### config.mk
export PLATFORM = sky130hd
export DESIGN_NAME = qau_div
export DESIGN_NICKNAME = d
export VERILOG_FILES = /design/src/hw/rtl/qau_pkg.sv /design/src/hw/rtl/qau_div.sv
export SDC_FILE = /design/constraint.sdc
export NUM_CORES = 2
export LEC_CHECK = 0
export BUFFER_PORTS_ARGS = -buffer_cell sky130_fd_sc_hd__buf_2
export CORE_AREA = 10 10 550 552
export CTS_CLUSTER_SIZE = 25
export DETAILED_ROUTE_END_ITERATION = 7
export DIE_AREA = 0 0 560 562
export PLACE_DENSITY = 0.8
export SLEW_MARGIN = 10
export SYNTH_ARGS = -nofsm -noshare
export SYNTH_HDL_FRONTEND = slang
export SYNTH_SLANG_ARGS = --single-unit
### constraint.sdc
create_clock -name clock -period 8.9 [get_ports clock]
set_input_delay 0 -clock clock [delete_from_list [all_inputs] [get_ports clock]]
set_output_delay 0 -clock clock [all_outputs]
set_load 0.02 [all_outputs]
### src/hw/rtl/qau_pkg.sv
`timescale 1ns / 1ps
package qau_pkg;

   typedef enum logic [2:0] {
      OP_MUL  = 3'd0,
      OP_ADD  = 3'd1,
      OP_SUB  = 3'd2,
      OP_CONJ = 3'd3,
      OP_NORM = 3'd4
   } op_type;

   // scaled magnitude width used by normalize: largest lies in [2^29, 2^30]
   localparam int unsigned UW = 31;
   // sum of four squares of UW-bit values
   localparam int unsigned SW = 64;
   // square root width
   localparam int unsigned MW = 32;

   // side-band status that travels down the pipeline
   typedef struct packed {
      logic [2:0] op;
      logic       zero;
      logic       sat;
   } ctl_type;

endpackage

### src/hw/rtl/qau_div.sv
`timescale 1ns / 1ps
// pipelined restoring divider, one quotient bit per stage, with a payload
module qau_div
   import qau_pkg::*;
#(
   parameter int unsigned NW = 48,
   parameter int unsigned QW = 32,
   parameter int unsigned PW = 8
) (
   input  logic          clock,
   input  logic          adv,
   input  logic [NW-1:0] num,
   input  logic [MW-1:0] den,
   input  logic [PW-1:0] pin,
   output logic [QW-1:0] quo,
   output logic [PW-1:0] pout
);

   // quotient known to fit QW bits: numerator < den << QW
   logic [NW-1:0] n_s [QW+1];
   logic [QW-1:0] q_s [QW+1];
   logic [MW-1:0] d_s [QW+1];
   logic [PW-1:0] p_s [QW+1];

   always_comb begin
      n_s[0] = num;
      q_s[0] = '0;
      d_s[0] = den;
      p_s[0] = pin;
   end

   for (genvar i = 0; i < QW; i++) begin : g_st
      localparam int unsigned SH = QW - 1 - i;
      logic [NW+QW:0] dsh;
      logic [NW-1:0]  n_in;
      logic           bit_in;
      logic [NW-1:0]  n_q;
      logic [QW-1:0]  q_q;
      logic [MW-1:0]  d_q;
      logic [PW-1:0]  p_q;
      always_comb begin
         dsh = {{(NW+QW+1-MW){1'b0}}, d_s[i]} << SH;
         if ({{(QW+1){1'b0}}, n_s[i]} >= dsh) begin
            n_in   = NW'({{(QW+1){1'b0}}, n_s[i]} - dsh);
            bit_in = 1'b1;
         end else begin
            n_in   = n_s[i];
            bit_in = 1'b0;
         end
      end
      always_ff @(posedge clock) begin
         if (adv) begin
            n_q <= n_in;
            q_q <= q_s[i] | (QW'(bit_in) << SH);
            d_q <= d_s[i];
            p_q <= p_s[i];
         end
      end
      always_comb begin
         n_s[i+1] = n_q;
         q_s[i+1] = q_q;
         d_s[i+1] = d_q;
         p_s[i+1] = p_q;
      end
   end

   assign quo  = q_s[QW];
   assign pout = p_s[QW];

endmodule

# Yosys cells after proc, flatten, opt, wreduce, memory -nomap -nowiden
# Index checks and enable logic that the tools add are counted.
# op_classes
addsub,31
muxes,63
bitwise,31
order_cmp,32
# op_table
cell,count
two-way mux 48 bit,31
subtractor 48 bit,16
>= comparator 48 x 63 -> 1 bit,1
>= comparator 48 x 62 -> 1 bit,1
>= comparator 48 x 61 -> 1 bit,1
>= comparator 48 x 60 -> 1 bit,1
>= comparator 48 x 59 -> 1 bit,1
>= comparator 48 x 58 -> 1 bit,1
>= comparator 48 x 57 -> 1 bit,1
>= comparator 48 x 56 -> 1 bit,1
>= comparator 48 x 55 -> 1 bit,1
>= comparator 48 x 54 -> 1 bit,1
>= comparator 48 x 53 -> 1 bit,1
>= comparator 48 x 52 -> 1 bit,1
>= comparator 48 x 51 -> 1 bit,1
>= comparator 48 x 50 -> 1 bit,1
>= comparator 48 x 49 -> 1 bit,1
>= comparator 48 x 32 -> 1 bit,1
>= comparator 48 x 33 -> 1 bit,1
>= comparator 48 x 34 -> 1 bit,1
>= comparator 48 x 35 -> 1 bit,1
>= comparator 48 x 36 -> 1 bit,1
>= comparator 48 x 37 -> 1 bit,1
>= comparator 48 x 38 -> 1 bit,1
57 further kinds,88
# word_totals
register_bits,3729
input_bits,90
output_inout_bits,40

# Depth between registers and ports, before layout
# depth
word_depth,3
ltp_mapped,16

# Worst setup path after synthesis
# OpenSTA, ideal clock, no wires.
# synth_timing
path_kind,reg2reg
startpoint,reg g_st[8].d_q[0]
endpoint,reg g_st[9].n_q[30] (data pin)
setup_time_ns,0.260
required_ns,8.640
period_less_slack_ns,3.533
n_path_buf,2
t_arrival_ns,3.273
path_stages_with_launch,15
setup_slack_ns,5.367
cell_sequence,edfxtp_1 > ha_1 > fa_1 > nor2b_1 > o21bai_1 > and3_4 > o311a_4 > o41ai_2 > a31oi_1 > inv_1 > a31oi_1 > or4_1 > buf_6 > buf_12 > mux2_4
# synth_via
elab_chain_len,2
elab_cells_between_ends,3
classes_between,1 x add/sub; 1 x order compare; 1 x mux
# synth_rtl
item,line_no,source
from (decl),qau_div.sv:39,logic [MW-1:0] d_q;
from (signal assigned),qau_div.sv:55,d_q <= d_s[i];
subtractor 48 bit or >= comparator 48 x 54 -> 1 bit (tied branches),"qau_div.sv:44, qau_div.sv:43",
two-way mux 48 bit (*),qau_div.sv:43,"if ({{(QW+1){1'b0}}, n_s[i]} >= dsh) begin"
net g_st[9].n_in[30],qau_div.sv:35,logic [NW-1:0] n_in;
to (signal assigned),qau_div.sv:53,n_q <= n_in;
to (decl),qau_div.sv:37,logic [NW-1:0] n_q;
# Mark *: on every way through the listed nets, which the timed path passes. The rest lies on a longest branch.
# A chain may end at the register's enable or synchronous reset.

# Worst setup path in the final report
# layout_timing
startpoint,in num[31]
endpoint,reg g_st[0].n_q[40] (data pin)
# layout_via
elab_chain_len,2
elab_cells_between_ends,3
classes_between,1 x add/sub; 1 x order compare; 1 x mux
# layout_rtl
item,line_no,source
from (decl),qau_div.sv:12,"input logic [NW-1:0] num,"
>= comparator 48 x 63 -> 1 bit or subtractor 48 bit (tied branches),"qau_div.sv:43, qau_div.sv:44",
two-way mux 48 bit (*),qau_div.sv:43,
net g_st[0].n_in[40],qau_div.sv:35,
to (signal assigned),qau_div.sv:53,
to (decl),qau_div.sv:37,
# Marks and branches as above.

==> metrics.cfg <==
[floorplan]
die_w_um=560
die_area_um2=315000
core_um2=291000
rows=198
io_pins=130
start_util_pct=54.8
die-height_um=562

[timing]
fin_skew_ns=0.0695
rsz0062_at_grt=no
tightest_slew_ns=1.43
setup_slack_ns=3.79
timing.fmax_mhz=196
hold_viol=0
setup_viol=0
fin_crit_sh_pct=57.4
hold_slack_ns=0.144
finalCriticalPeriod_ns=5.11
drv_slew=0
relSlewSlack_pct=4.04
tns_ns=0

[synthesis]
yosys-top-cells-area=edfxtp_1 (62%), ha_1 (7.1%), a21oi_1 (3.1%), xnor2_1 (3.0%), mux2_2 (2.8%)
ys_seq_elements=3264
syn_area_um2=159000
yosysTopAreaCellShare_pct=61.5
ys_warn_count=0
ys_async_sr_fraction_pct=0
synth_edf_count=3264
syn_nets=13600
syn_area_per_cell_um2=12.7
yosysSeqAreaShare_pct=61.5
synthFlopType=edfxtp_1
synthDistinctLibCells=100
yosysTopAreaCell=edfxtp_1
syn_inst=12500

[placement]
io_buffers=129
dp.cells=16400
dp_hpwl_um=243000
gp_congestion=0.979
preCtsSetupSlack_ns=4.33

[power_and_ir_drop]
pwr-share-clk_pct=28.3
switching_share_pct=31.4
vdd_drop_max_uv=209
p_comb_share_pct=28.8
p_per_area_nw_per_um2=279
sequentialPowerShare_pct=42.9
power.leakage_uw=0.0688
p_int_uw=34000
total_power_uw=49600
p_sw_uw=15600

[routing]
first_pass_iters=6
drc_errors=0
vias=99300
avgRoutedWirePerCell_um=19.8
drtIter0Drc=8160
ant_nets=0
drt_wl_total_um=340000
via_per_inst=5.78

[flow_run]
maxCapViolCount=0

[final_layout]
final_cells=17200
final_nets=14000
layout_common_cells=edfxtp_1 (3264), inv_1 (1164), a21oi_1 (986), ha_1 (904), nor2_1 (716)
layout-drive-gt1-share_pct=9.12
area_delta_synth_final_pct=11.4
final_common_cell=edfxtp_1

[clocking]
clockBufferDepth=4
post_cts_buffers=0
cts_tree=done
clk_latency_ns=0.92
clkTransAtPathRegs_ns=0.07
cts_made_buffers=338
cts_sinks=3264
clock-root-buffer=clkbuf_16
ctsHoldBuffers=185
cts_resized=0
htreeDepth=5

[worst_setup_path]
path_max_fanout=17
crit_type=primary input to flip-flop
worstSetupStartpointType=primary input
crit_top_cell=dlygate4sd3_1
arrival_ns=5.71
path_cells=dlygate4sd3_1 -> buf_2 -> dlygate4sd3_1 -> inv_1 -> ha_1 -> fa_1 -> nor2b_1 -> o21ai_0 -> a21boi_0 -> o21ai_0 -> a211oi_1 -> o221a_2 -> nor2_1 -> o21a_1 -> o21ai_2 -> mux2_2 -> dlygate4sd3_1
crit_required_ns=9.51
max_stage_delay_ns=0.97
cp_slowest_cell=o21ai_2
endpoint_kind=flip-flop

[status]
outcome=finished clean

[min_path]
hold_class=primary input to flip-flop

[global_route]
grt_pass1_vias=98600
grt_antenna_before_repair=18
gr-total-overflow=0
grt_max_degree=194
track_usage_pct=20.7
grt_pass1_wl_um=529000

==> power by group through the flow <==
stage	Sequential, uW	Combinational, uW	Clock [uW]
final	21300	14300	14000
after global routing	21500	15800	15000
after CTS	21300	14000	14300
after detailed placement	21600	13800	0
after global placement	21500	13600	0
after floorplan	20900	10700	0
==> cell families (layout without fill, tap and decap cells) <==
logic type / after synthesis / after routing / synth area share, %
flip-flops: 3264 / 3264 / 61.5
AO/OA/AOI/OAI: 2881 / 2881 / 11.3
AND/OR/NAND/NOR: 2731 / 2731 / 8.41
buffers and inverters: 1429 / 2157 / 3.42
adder cells (fa/ha/maj): 935 / 935 / 7.49
XOR/XNOR: 844 / 844 / 4.64
multiplexers: 454 / 454 / 3.22
other: 0 / 4 / 0
==> through the flow <==
| step | utilization, % | instance area [um2] |
|---|---|---|
| after floorplan | - | 159000 |
| after global placement | 56.6 | 165000 |
| after detailed placement | 56.6 | 165000 |
| after CTS | 61.1 | 177000 |
| after global routing | 61.1 | 177000 |
| final | 61.1 | 177000 |
==> Yosys cell counts (all sizes together), types with 120 or more instances <==
cell type / count
a21o: 431
a21oi: 991
clkbuf: 213
edfxtp: 3264
ha: 904
inv: 1165
mux2: 411
nand2: 705
nand2b: 121
nand3: 177
nand4: 175
nor2: 716
nor2b: 122
nor3: 190
nor4: 170
o21a: 120
o21ai: 610
xnor2: 538
xor2: 306
==> critical path, delay by kind of cell <==
| family | cells | cell delay (ns) |
|---|---|---|
| AO/OA/AOI/OAI | 7 | 2.58 |
| multiplexers | 1 | 0.43 |
| adder cells (fa/ha/maj) | 2 | 0.67 |
| AND/OR/NAND/NOR | 2 | 0.20 |
| buffers and inverters | 5 | 1.83 |
==> flip-flops by register name (all words and copies together), names as in the netlist <==
name	cells
g_st.n_q	1488
g_st.d_q	992
g_st.q_q	496
g_st.p_q	248
quo	32
pout	8
==> final timing paths <==
check,to,startpoint,depth (start not counted),slack [ns]
worst max-delay path,g_st[0].n_q[40],num[31],17,3.79
worst max register to register,g_st[29].n_q[39],g_st[28].n_q[2],13,4.21
worst min-delay path,g_st[0].n_q[32],den[1],4,0.14
worst min register to register,g_st[13].p_q[6],g_st[12].p_q[6],0,0.38
==> layer usage <==
| layer | vias up | track usage [%] | share of wire (%) |
|---|---|---|---|
| met5 | - | 0 | 0.013 |
| met4 | 8 | 11.5 | 6.2 |
| met3 | 928 | 2.68 | 5.4 |
| met2 | 3163 | 37.4 | 51 |
| met1 | 47500 | 23.7 | 38 |
| li1 | 47600 | - | - |
==> final cells by class <==
type / count / area, um2
Antenna cell: 4 / 10.0
Clock buffer: 397 / 8810
Clock inverter: 225 / 2240
Fill cell: 21600 / 113000
Inverter: 1165 / 4370
Multi-Input combinational cell: 7845 / 56000
Sequential cell: 3264 / 98000
Tap cell: 3900 / 4880
Timing Repair Buffer: 370 / 3120
Power figures use the tool's default switching activity.
