--- src/hw/rtl/qau_pkg.sv ---
`timescale 1ns / 1ps
package qau_pkg;

   typedef enum logic [2:0] {
      OP_MUL  = 3'd0,
      OP_ADD  = 3'd1,
      OP_SUB  = 3'd2,
      OP_CONJ = 3'd3,
      OP_NORM = 3'd4
   } op_type;

   // scaled magnitude width used by normalize: largest lies in [2^29, 2^30]
   localparam int unsigned UW = 31;
   // sum of four squares of UW-bit values
   localparam int unsigned SW = 64;
   // square root width
   localparam int unsigned MW = 32;

   // side-band status that travels down the pipeline
   typedef struct packed {
      logic [2:0] op;
      logic       zero;
      logic       sat;
   } ctl_type;

endpackage

--- src/hw/rtl/qau_isqrt.sv ---
`timescale 1ns / 1ps
// pipelined integer square root, one result bit per stage, with a payload
module qau_isqrt
   import qau_pkg::*;
#(
   parameter int unsigned PW = 8
) (
   input  logic              clock,
   input  logic              reset,
   input  logic              adv,
   input  logic [SW-1:0]     s,
   input  logic [PW-1:0]     pin,
   output logic [MW-1:0]     root,
   output logic [PW-1:0]     pout
);

   localparam int unsigned NS = MW;

   logic [SW-1:0]   rem_ff  [NS+1];
   logic [MW-1:0]   res_ff  [NS+1];
   logic [PW-1:0]   pay_ff  [NS+1];

   always_comb begin
      rem_ff[0] = s;
      res_ff[0] = '0;
      pay_ff[0] = pin;
   end

   for (genvar i = 0; i < NS; i++) begin : g_st
      localparam int unsigned SH = 2 * (NS - 1 - i);
      logic [SW+1:0] trial;
      logic [SW+1:0] remx;
      logic [SW-1:0] rem_in;
      logic [MW-1:0] res_in;
      logic [SW-1:0] rem_q;
      logic [MW-1:0] res_q;
      logic [PW-1:0] pay_q;
      always_comb begin
         // trial = (4*res + 1) << SH
         trial = (({{(SW+2-MW){1'b0}}, res_ff[i]} << 2) | (SW+2)'(1)) << SH;
         remx  = {2'b00, rem_ff[i]};
         if (remx >= trial) begin
            rem_in = SW'(remx - trial);
            res_in = {res_ff[i][MW-2:0], 1'b1};
         end else begin
            rem_in = rem_ff[i];
            res_in = {res_ff[i][MW-2:0], 1'b0};
         end
      end
      always_ff @(posedge clock) begin
         if (adv) begin
            rem_q <= rem_in;
            res_q <= res_in;
            pay_q <= pay_ff[i];
         end
      end
      always_comb begin
         rem_ff[i+1] = rem_q;
         res_ff[i+1] = res_q;
         pay_ff[i+1] = pay_q;
      end
   end

   assign root = res_ff[NS];
   assign pout = pay_ff[NS];

   logic unused_rst;
   assign unused_rst = reset;

endmodule

--- config.mk ---
export PLATFORM = sky130hd
export DESIGN_NAME = qau_isqrt
export DESIGN_NICKNAME = d
export VERILOG_FILES = /design/src/hw/rtl/qau_pkg.sv /design/src/hw/rtl/qau_isqrt.sv
export SDC_FILE = /design/constraint.sdc
export NUM_CORES = 2
export LEC_CHECK = 0
export BUFFER_PORTS_ARGS = -buffer_cell sky130_fd_sc_hd__buf_4
export CORE_UTILIZATION = 40
export DETAILED_ROUTE_END_ITERATION = 16
export MAX_ROUTING_LAYER = met4
export SKIP_LAST_GASP = 1
export SLEW_MARGIN = 20
export SYNTH_ARGS = -nofsm -noshare
export SYNTH_HDL_FRONTEND = slang
export SYNTH_SLANG_ARGS = --single-unit
--- constraint.sdc ---
create_clock -name clock -period 3.8 [get_ports clock]
set_input_delay 0.76 -clock clock [delete_from_list [all_inputs] [get_ports clock]]
set_output_delay 0.76 -clock clock [all_outputs]
set_load 0.02 [all_outputs]
# Word-level counts from Yosys, hierarchy flattened
# Cells that the tools add are included.
# totals
n_memories	0
romBits	0
mem_bits_rw	0
latch_bits	0
output_inout_bits	40
reg_bits	2768
# op_classes
add_sub_neg	31
reduce_logical	0
magnitude_cmp	32
n_mul	0
div_mod_pow	0
n_bitwise	0
n_shift	0
mux	63
n_eq_ne	0
# ops
operator	n
$mux 64	31
$ge 64x33->1	1
$ge 64x34->1	1
$ge 64x35->1	1
$ge 64x36->1	1
$ge 64x37->1	1
$ge 64x38->1	1
$ge 64x39->1	1
$ge 64x40->1	1
$ge 64x41->1	1
$ge 64x42->1	1
$ge 64x43->1	1
$ge 64x44->1	1
$ge 64x45->1	1
$ge 64x46->1	1
$ge 64x47->1	1
$ge 64x48->1	1
$ge 64x49->1	1
$ge 64x50->1	1
$ge 64x51->1	1
$ge 64x52->1	1
$ge 64x53->1	1
$ge 64x54->1	1
$ge 64x55->1	1
41 further kinds	72

# Logic depth before layout (Yosys ltp)
# depth
word_depth	2
depth_mapped	15

# Worst setup path after synthesis
# No wires, ideal clock.
# synth_timing
path_type	register -> register
start	register g_st[14].rem_q[51]
end	register g_st[15].rem_q[39], data pin
synth_period_minus_slack_ps	3531
stages_incl_launch_ff	9
setup_time_ps	262
path_slack_ps	269
t_required_ps	3538
path_buffers	1
t_arrival_ps	3269
path_cell_list	edfxtp_1 or3_1 or4_1 or4_4 or3_4 or4_4 nor4b_4 buf_4 mux2_1
# synth_via
elab_chain_len	2
# synth_lines
item	line	source
start: declaration	qau_isqrt.sv:35	logic [SW-1:0] rem_q;
start signal: assignment	qau_isqrt.sv:52	rem_q <= rem_in;
$ge 64x49->1	qau_isqrt.sv:42	if (remx >= trial) begin
$mux 64	qau_isqrt.sv:42	
via g_st[15].rem_in[39]	qau_isqrt.sv:33	logic [SW-1:0] rem_in;
end signal: assignment	qau_isqrt.sv:52	
end: declaration	qau_isqrt.sv:35	
# The timed path passes the listed nets, and every way through them passes these cells.
# A chain may end at the register's enable or synchronous reset.

# Worst setup path in the final report
# layout_timing
start	register g_st[26].rem_q[19]
end	register g_st[27].rem_q[50], data pin
# layout_via
elab_chain_len	2
elab_cells_between_ends	3
classes_between	add/sub: 1; order compare: 1; mux: 1
# layout_lines
item	line
start: declaration	qau_isqrt.sv:35
start signal: assignment	qau_isqrt.sv:52
$sub 64x37->64 / $ge 64x37->1 (equally long branches)	qau_isqrt.sv:43, qau_isqrt.sv:42
$mux 64 (*)	qau_isqrt.sv:42
via g_st[27].rem_in[50]	qau_isqrt.sv:33
end signal: assignment	qau_isqrt.sv:52
end: declaration	qau_isqrt.sv:35
# Mark *: on every way through the listed nets, which the timed path passes. The rest lies on a longest branch.

==> summary.md <==
| Metric | Value |
|---|---|
| Outcome | finished, violations left |
| Failing checks | negative setup slack |
| # DRC | 0 |
| Io pins | 115 |
| Gr ovfl total | 0 |
| Worst path most repeated cell | buf_6 |
| Worst Path Class, Setup | reg -> reg |
| Hold slack | 0.0825 ns |
| WP buf/inv | 4 |
| Xor/xnor share of the synthesized area | 6.07% |
| Synth Area in Adders | 5.47% |
| Initial core utilization | 40.2% |
| Hold Crit Depth | 1 |
| Tightest Pin Transition | 0.888 ns |
| CTS tree | yes |
| Max Cap Violations | 0 |
| Drt pass-1 iters | 9 |
| Cell count after synthesis | 9767 |
| Top FF cell, synth | edfxtp_1 |
| Min Tclk post-route | 4.18 ns |
| Routability cong. | 0.962 |
| Area growth syn-to-layout | 18.2% |
| Clock sink count | 2768 |
| Synth cell types | 93 |
| Layout cells sized above 1 | 14.6% |
| HP Class | in -> reg |
| Critical path cell sequence | ha_4, nand2_2, nor2_4, nand4_1, buf_6, nor4_4, buf_6, nand4_1, nor4bb_4, a2111o_1, o21bai_4, buf_6, buf_4, nor2_4, xor2_1 |
| Mapped Avg Cell Area | 13.1 um^2 |
| Initial antenna violation count | 4 |
| Crit path largest cell delay | 0.62 ns |
| Register area share after synthesis | 65.1% |
| CP Launch Type | flop |
| Worst path required time | 4.40 ns |
| H-tree depth | 5 |
| Yosys warning total | 0 |
| Crit path depth | 15 |
| Critical Path AT | 4.78 ns |
| Core area | 0.318 mm^2 |
| Compound-Gate Fraction of Synth Area | 8.71% |
| Vias in the first global route | 82.8k |
| Path depth of the worst reg2reg path | 15 |
| Async set-reset flop share out of synthesis | 0% |
| Post-route ant nets | 0 |
| Cell Area, Synth | 0.128 mm^2 |
| RSZ-0062 raised after global routing | yes |
| Worst Setup End Kind | flop |
| DR vias | 80.3k |
| CP delay by family, top | simple AND/OR/NAND/NOR gates |
| Clock slew at reported path FFs | 0.07 ns |
| PnR worst setup slack | -0.382 ns |
| First-pass GRT wire length | 493000 um |
| Die area | 0.322 mm^2 |
| PD cells | 601 mW/mm^2 |
| Final Skew | 0.0522 ns |
| Leak pwr | 57.1 nW |
| Largest family of logic cells by synthesized area | simple AND/OR/NAND/NOR gates |
| Final Max Slew Viols | 0 |
| Mux cell area share after synthesis | 0.885% |
| Slew margin rel. | 40.3% |
| WL final | 329000 um |
| Leading area contributor after synthesis | edfxtp_1 |
| TritonCTS buffer count | 311 |
| Most area-consuming cells after synthesis | edfxtp_1 65%, ha_1 5.5%, xnor2_1 3.2% |
| Worst-path fanout max | 5 |
| Starting DRT DRC Count | 4733 |
| Cell Rows | 207 |
| Fin nets | 11.4k |
| IO buf count | 113 |
| CTS Buffer Depth | 4 |
| Syn Nets | 10.4k |
| Via density per instance | 5.28 |
| Number of synthesized flops with an enable pin | 2768 |
| Yosys top cell area share | 65.1% |
| Finish-stage setup viols | 56 |
| Filler cells | 27.8k |
| Placed Cells | 14.5k |
| Critical path's slowest cell | nand4_1 |
| Seq cells post-synth | 2768 |
| HPWL Detailed | 251000 um |
| Hold Vio Cnt, Final | 0 |
| Largest net degree at the start of global routing | 159 |
| Die width | 567 um |
| Peak VDD IR | 0.393 mV |
| Die H | 567 um |
| Post-Synth Simple-Gate Area | 11.2% |
| Routed wire per std cell | 21.6 um |
| GRT Overall Usage | 20.6% |
| Finished Layout Cells | 15.2k |
| Final period util | 110% |
| Max Fclk | 239 MHz |
| Clk_lat worst skew | 0.91 ns |
| Root buf cell | clkbuf_16 |
[where the power goes]
part	internal (mW)	switching, mW
clock network	16.9	12.4
logic	8.70	11.3
registers	38.5	2.96
total	64.1	26.7
[path summary, 6_finish.rpt]
check / start / to / slack [ns]
setup / recovery: g_st[26].rem_q[19]$_DFFE_PP_ / g_st[27].rem_q[50]$_DFFE_PP_ / -0.38
hold / removal: s[26] / g_st[0].rem_q[26]$_DFFE_PP_ / 0.08
hold reg to reg: g_st[15].pay_q[5]$_DFFE_PP_ / g_st[16].pay_q[5]$_DFFE_PP_ / 0.41
setup reg to reg: g_st[26].rem_q[19]$_DFFE_PP_ / g_st[27].rem_q[50]$_DFFE_PP_ / -0.38
[synthesized netlist by cell type, types with 9 or more instances]
library cell / count
o21a_1: 91
nor2b_1: 81
a31oi_1: 33
nor4b_1: 40
edfxtp_1: 2768
a211oi_1: 52
and4_1: 16
o31a_1: 12
nor2_1: 656
a221oi_1: 14
a21o_1: 228
or2_2: 43
nand4_1: 158
or4_1: 72
a2111oi_0: 14
nand3_1: 144
nand3b_1: 18
o2111ai_1: 17
xnor2_1: 463
o211ai_1: 30
nor4_1: 348
buf_1: 13
inv_1: 676
and4b_1: 9
xor2_1: 422
nor3b_1: 21
buf_2: 19
clkbuf_1: 152
o31ai_1: 45
ha_1: 558
or3_1: 98
a21oi_1: 633
o21bai_1: 58
mux2_2: 86
o21ai_0: 419
o41ai_1: 10
nor3_1: 261
a21boi_0: 17
and2_1: 23
mux2i_1: 15
a211o_1: 16
nand2b_1: 119
nand2_1: 598
and3_1: 45
nand4b_1: 22
[cell type report]
cell class	instances	area (um^2)	area share, %
clock inverters	190	1810	1.20
well taps	4180	5230	3.46
multi-input cells	6136	42600	28.2
diodes	16	40.0	0.0265
inverters	678	2540	1.69
clock buffers	377	8120	5.38
flip-flops and latches	2768	83100	55.1
repair buffers	881	7490	4.96
[cells in the final DEF, fill, tap and decap left out, drive strengths merged, types with 379 or more instances in the layout]
cell    instances
edfxtp       2768
buf           812
inv           694
nor2          656
a21oi         633
nand2         598
ha            558
xnor2         463
xor2          422
o21ai         421
clkbuf        379
[repair_timing]
action                                  CTS  global route
hold buffers                             67             0
endpoints found under the setup margin  105           204
gates cloned                              7             2
resized for setup                       177           148
endpoints found under the hold margin    67             0
setup buffers                            22            40
pin swaps                                63            58
[cell families after synthesis]
| family | Yosys count |
|---|---|
| XOR/XNOR | 885 |
| adder cells (fa/ha/maj) | 558 |
| multiplexers | 102 |
| AND/OR/NAND/NOR | 2799 |
| AO/OA/AOI/OAI | 1792 |
| flip-flops | 2768 |
| buffers and inverters | 863 |
[stage by stage]
step | setup TNS (ns) | utilization [%] | instance area, um^2 | power, mW | worst slack [ns]
2_1_floorplan | 0 | - | 128000 | 53.0 | 0.269
3_3_place_gp | -134.12 | 43.5 | 138000 | 61.1 | -2.81
3_5_place_dp | -39.34 | 43.5 | 138000 | 61.3 | -1.14
4_1_cts | -24.11 | 47.2 | 150000 | 91.2 | -0.601
5_1_grt | -16.37 | 47.5 | 151000 | 94.9 | -0.424
6_report | -12.55 | 47.5 | 151000 | 90.8 | -0.382
[registers in the layout, summed over array words and instances (netlist names)]
| signal | cells |
|---|---|
| root | 32 |
| g_st.rem_q | 1984 |
| g_st.pay_q | 248 |
| g_st.res_q | 496 |
| pout | 8 |
[layer usage]
layer	global-route usage, %	vias to the layer above	wire [um]
li1	-	38763	-
met5	-	-	0
met3	2.01	757	9360
met4	10.8	0	20200
met1	19.5	39116	114000
met2	40.5	1686	185000
(Power assumes the default switching activity.)
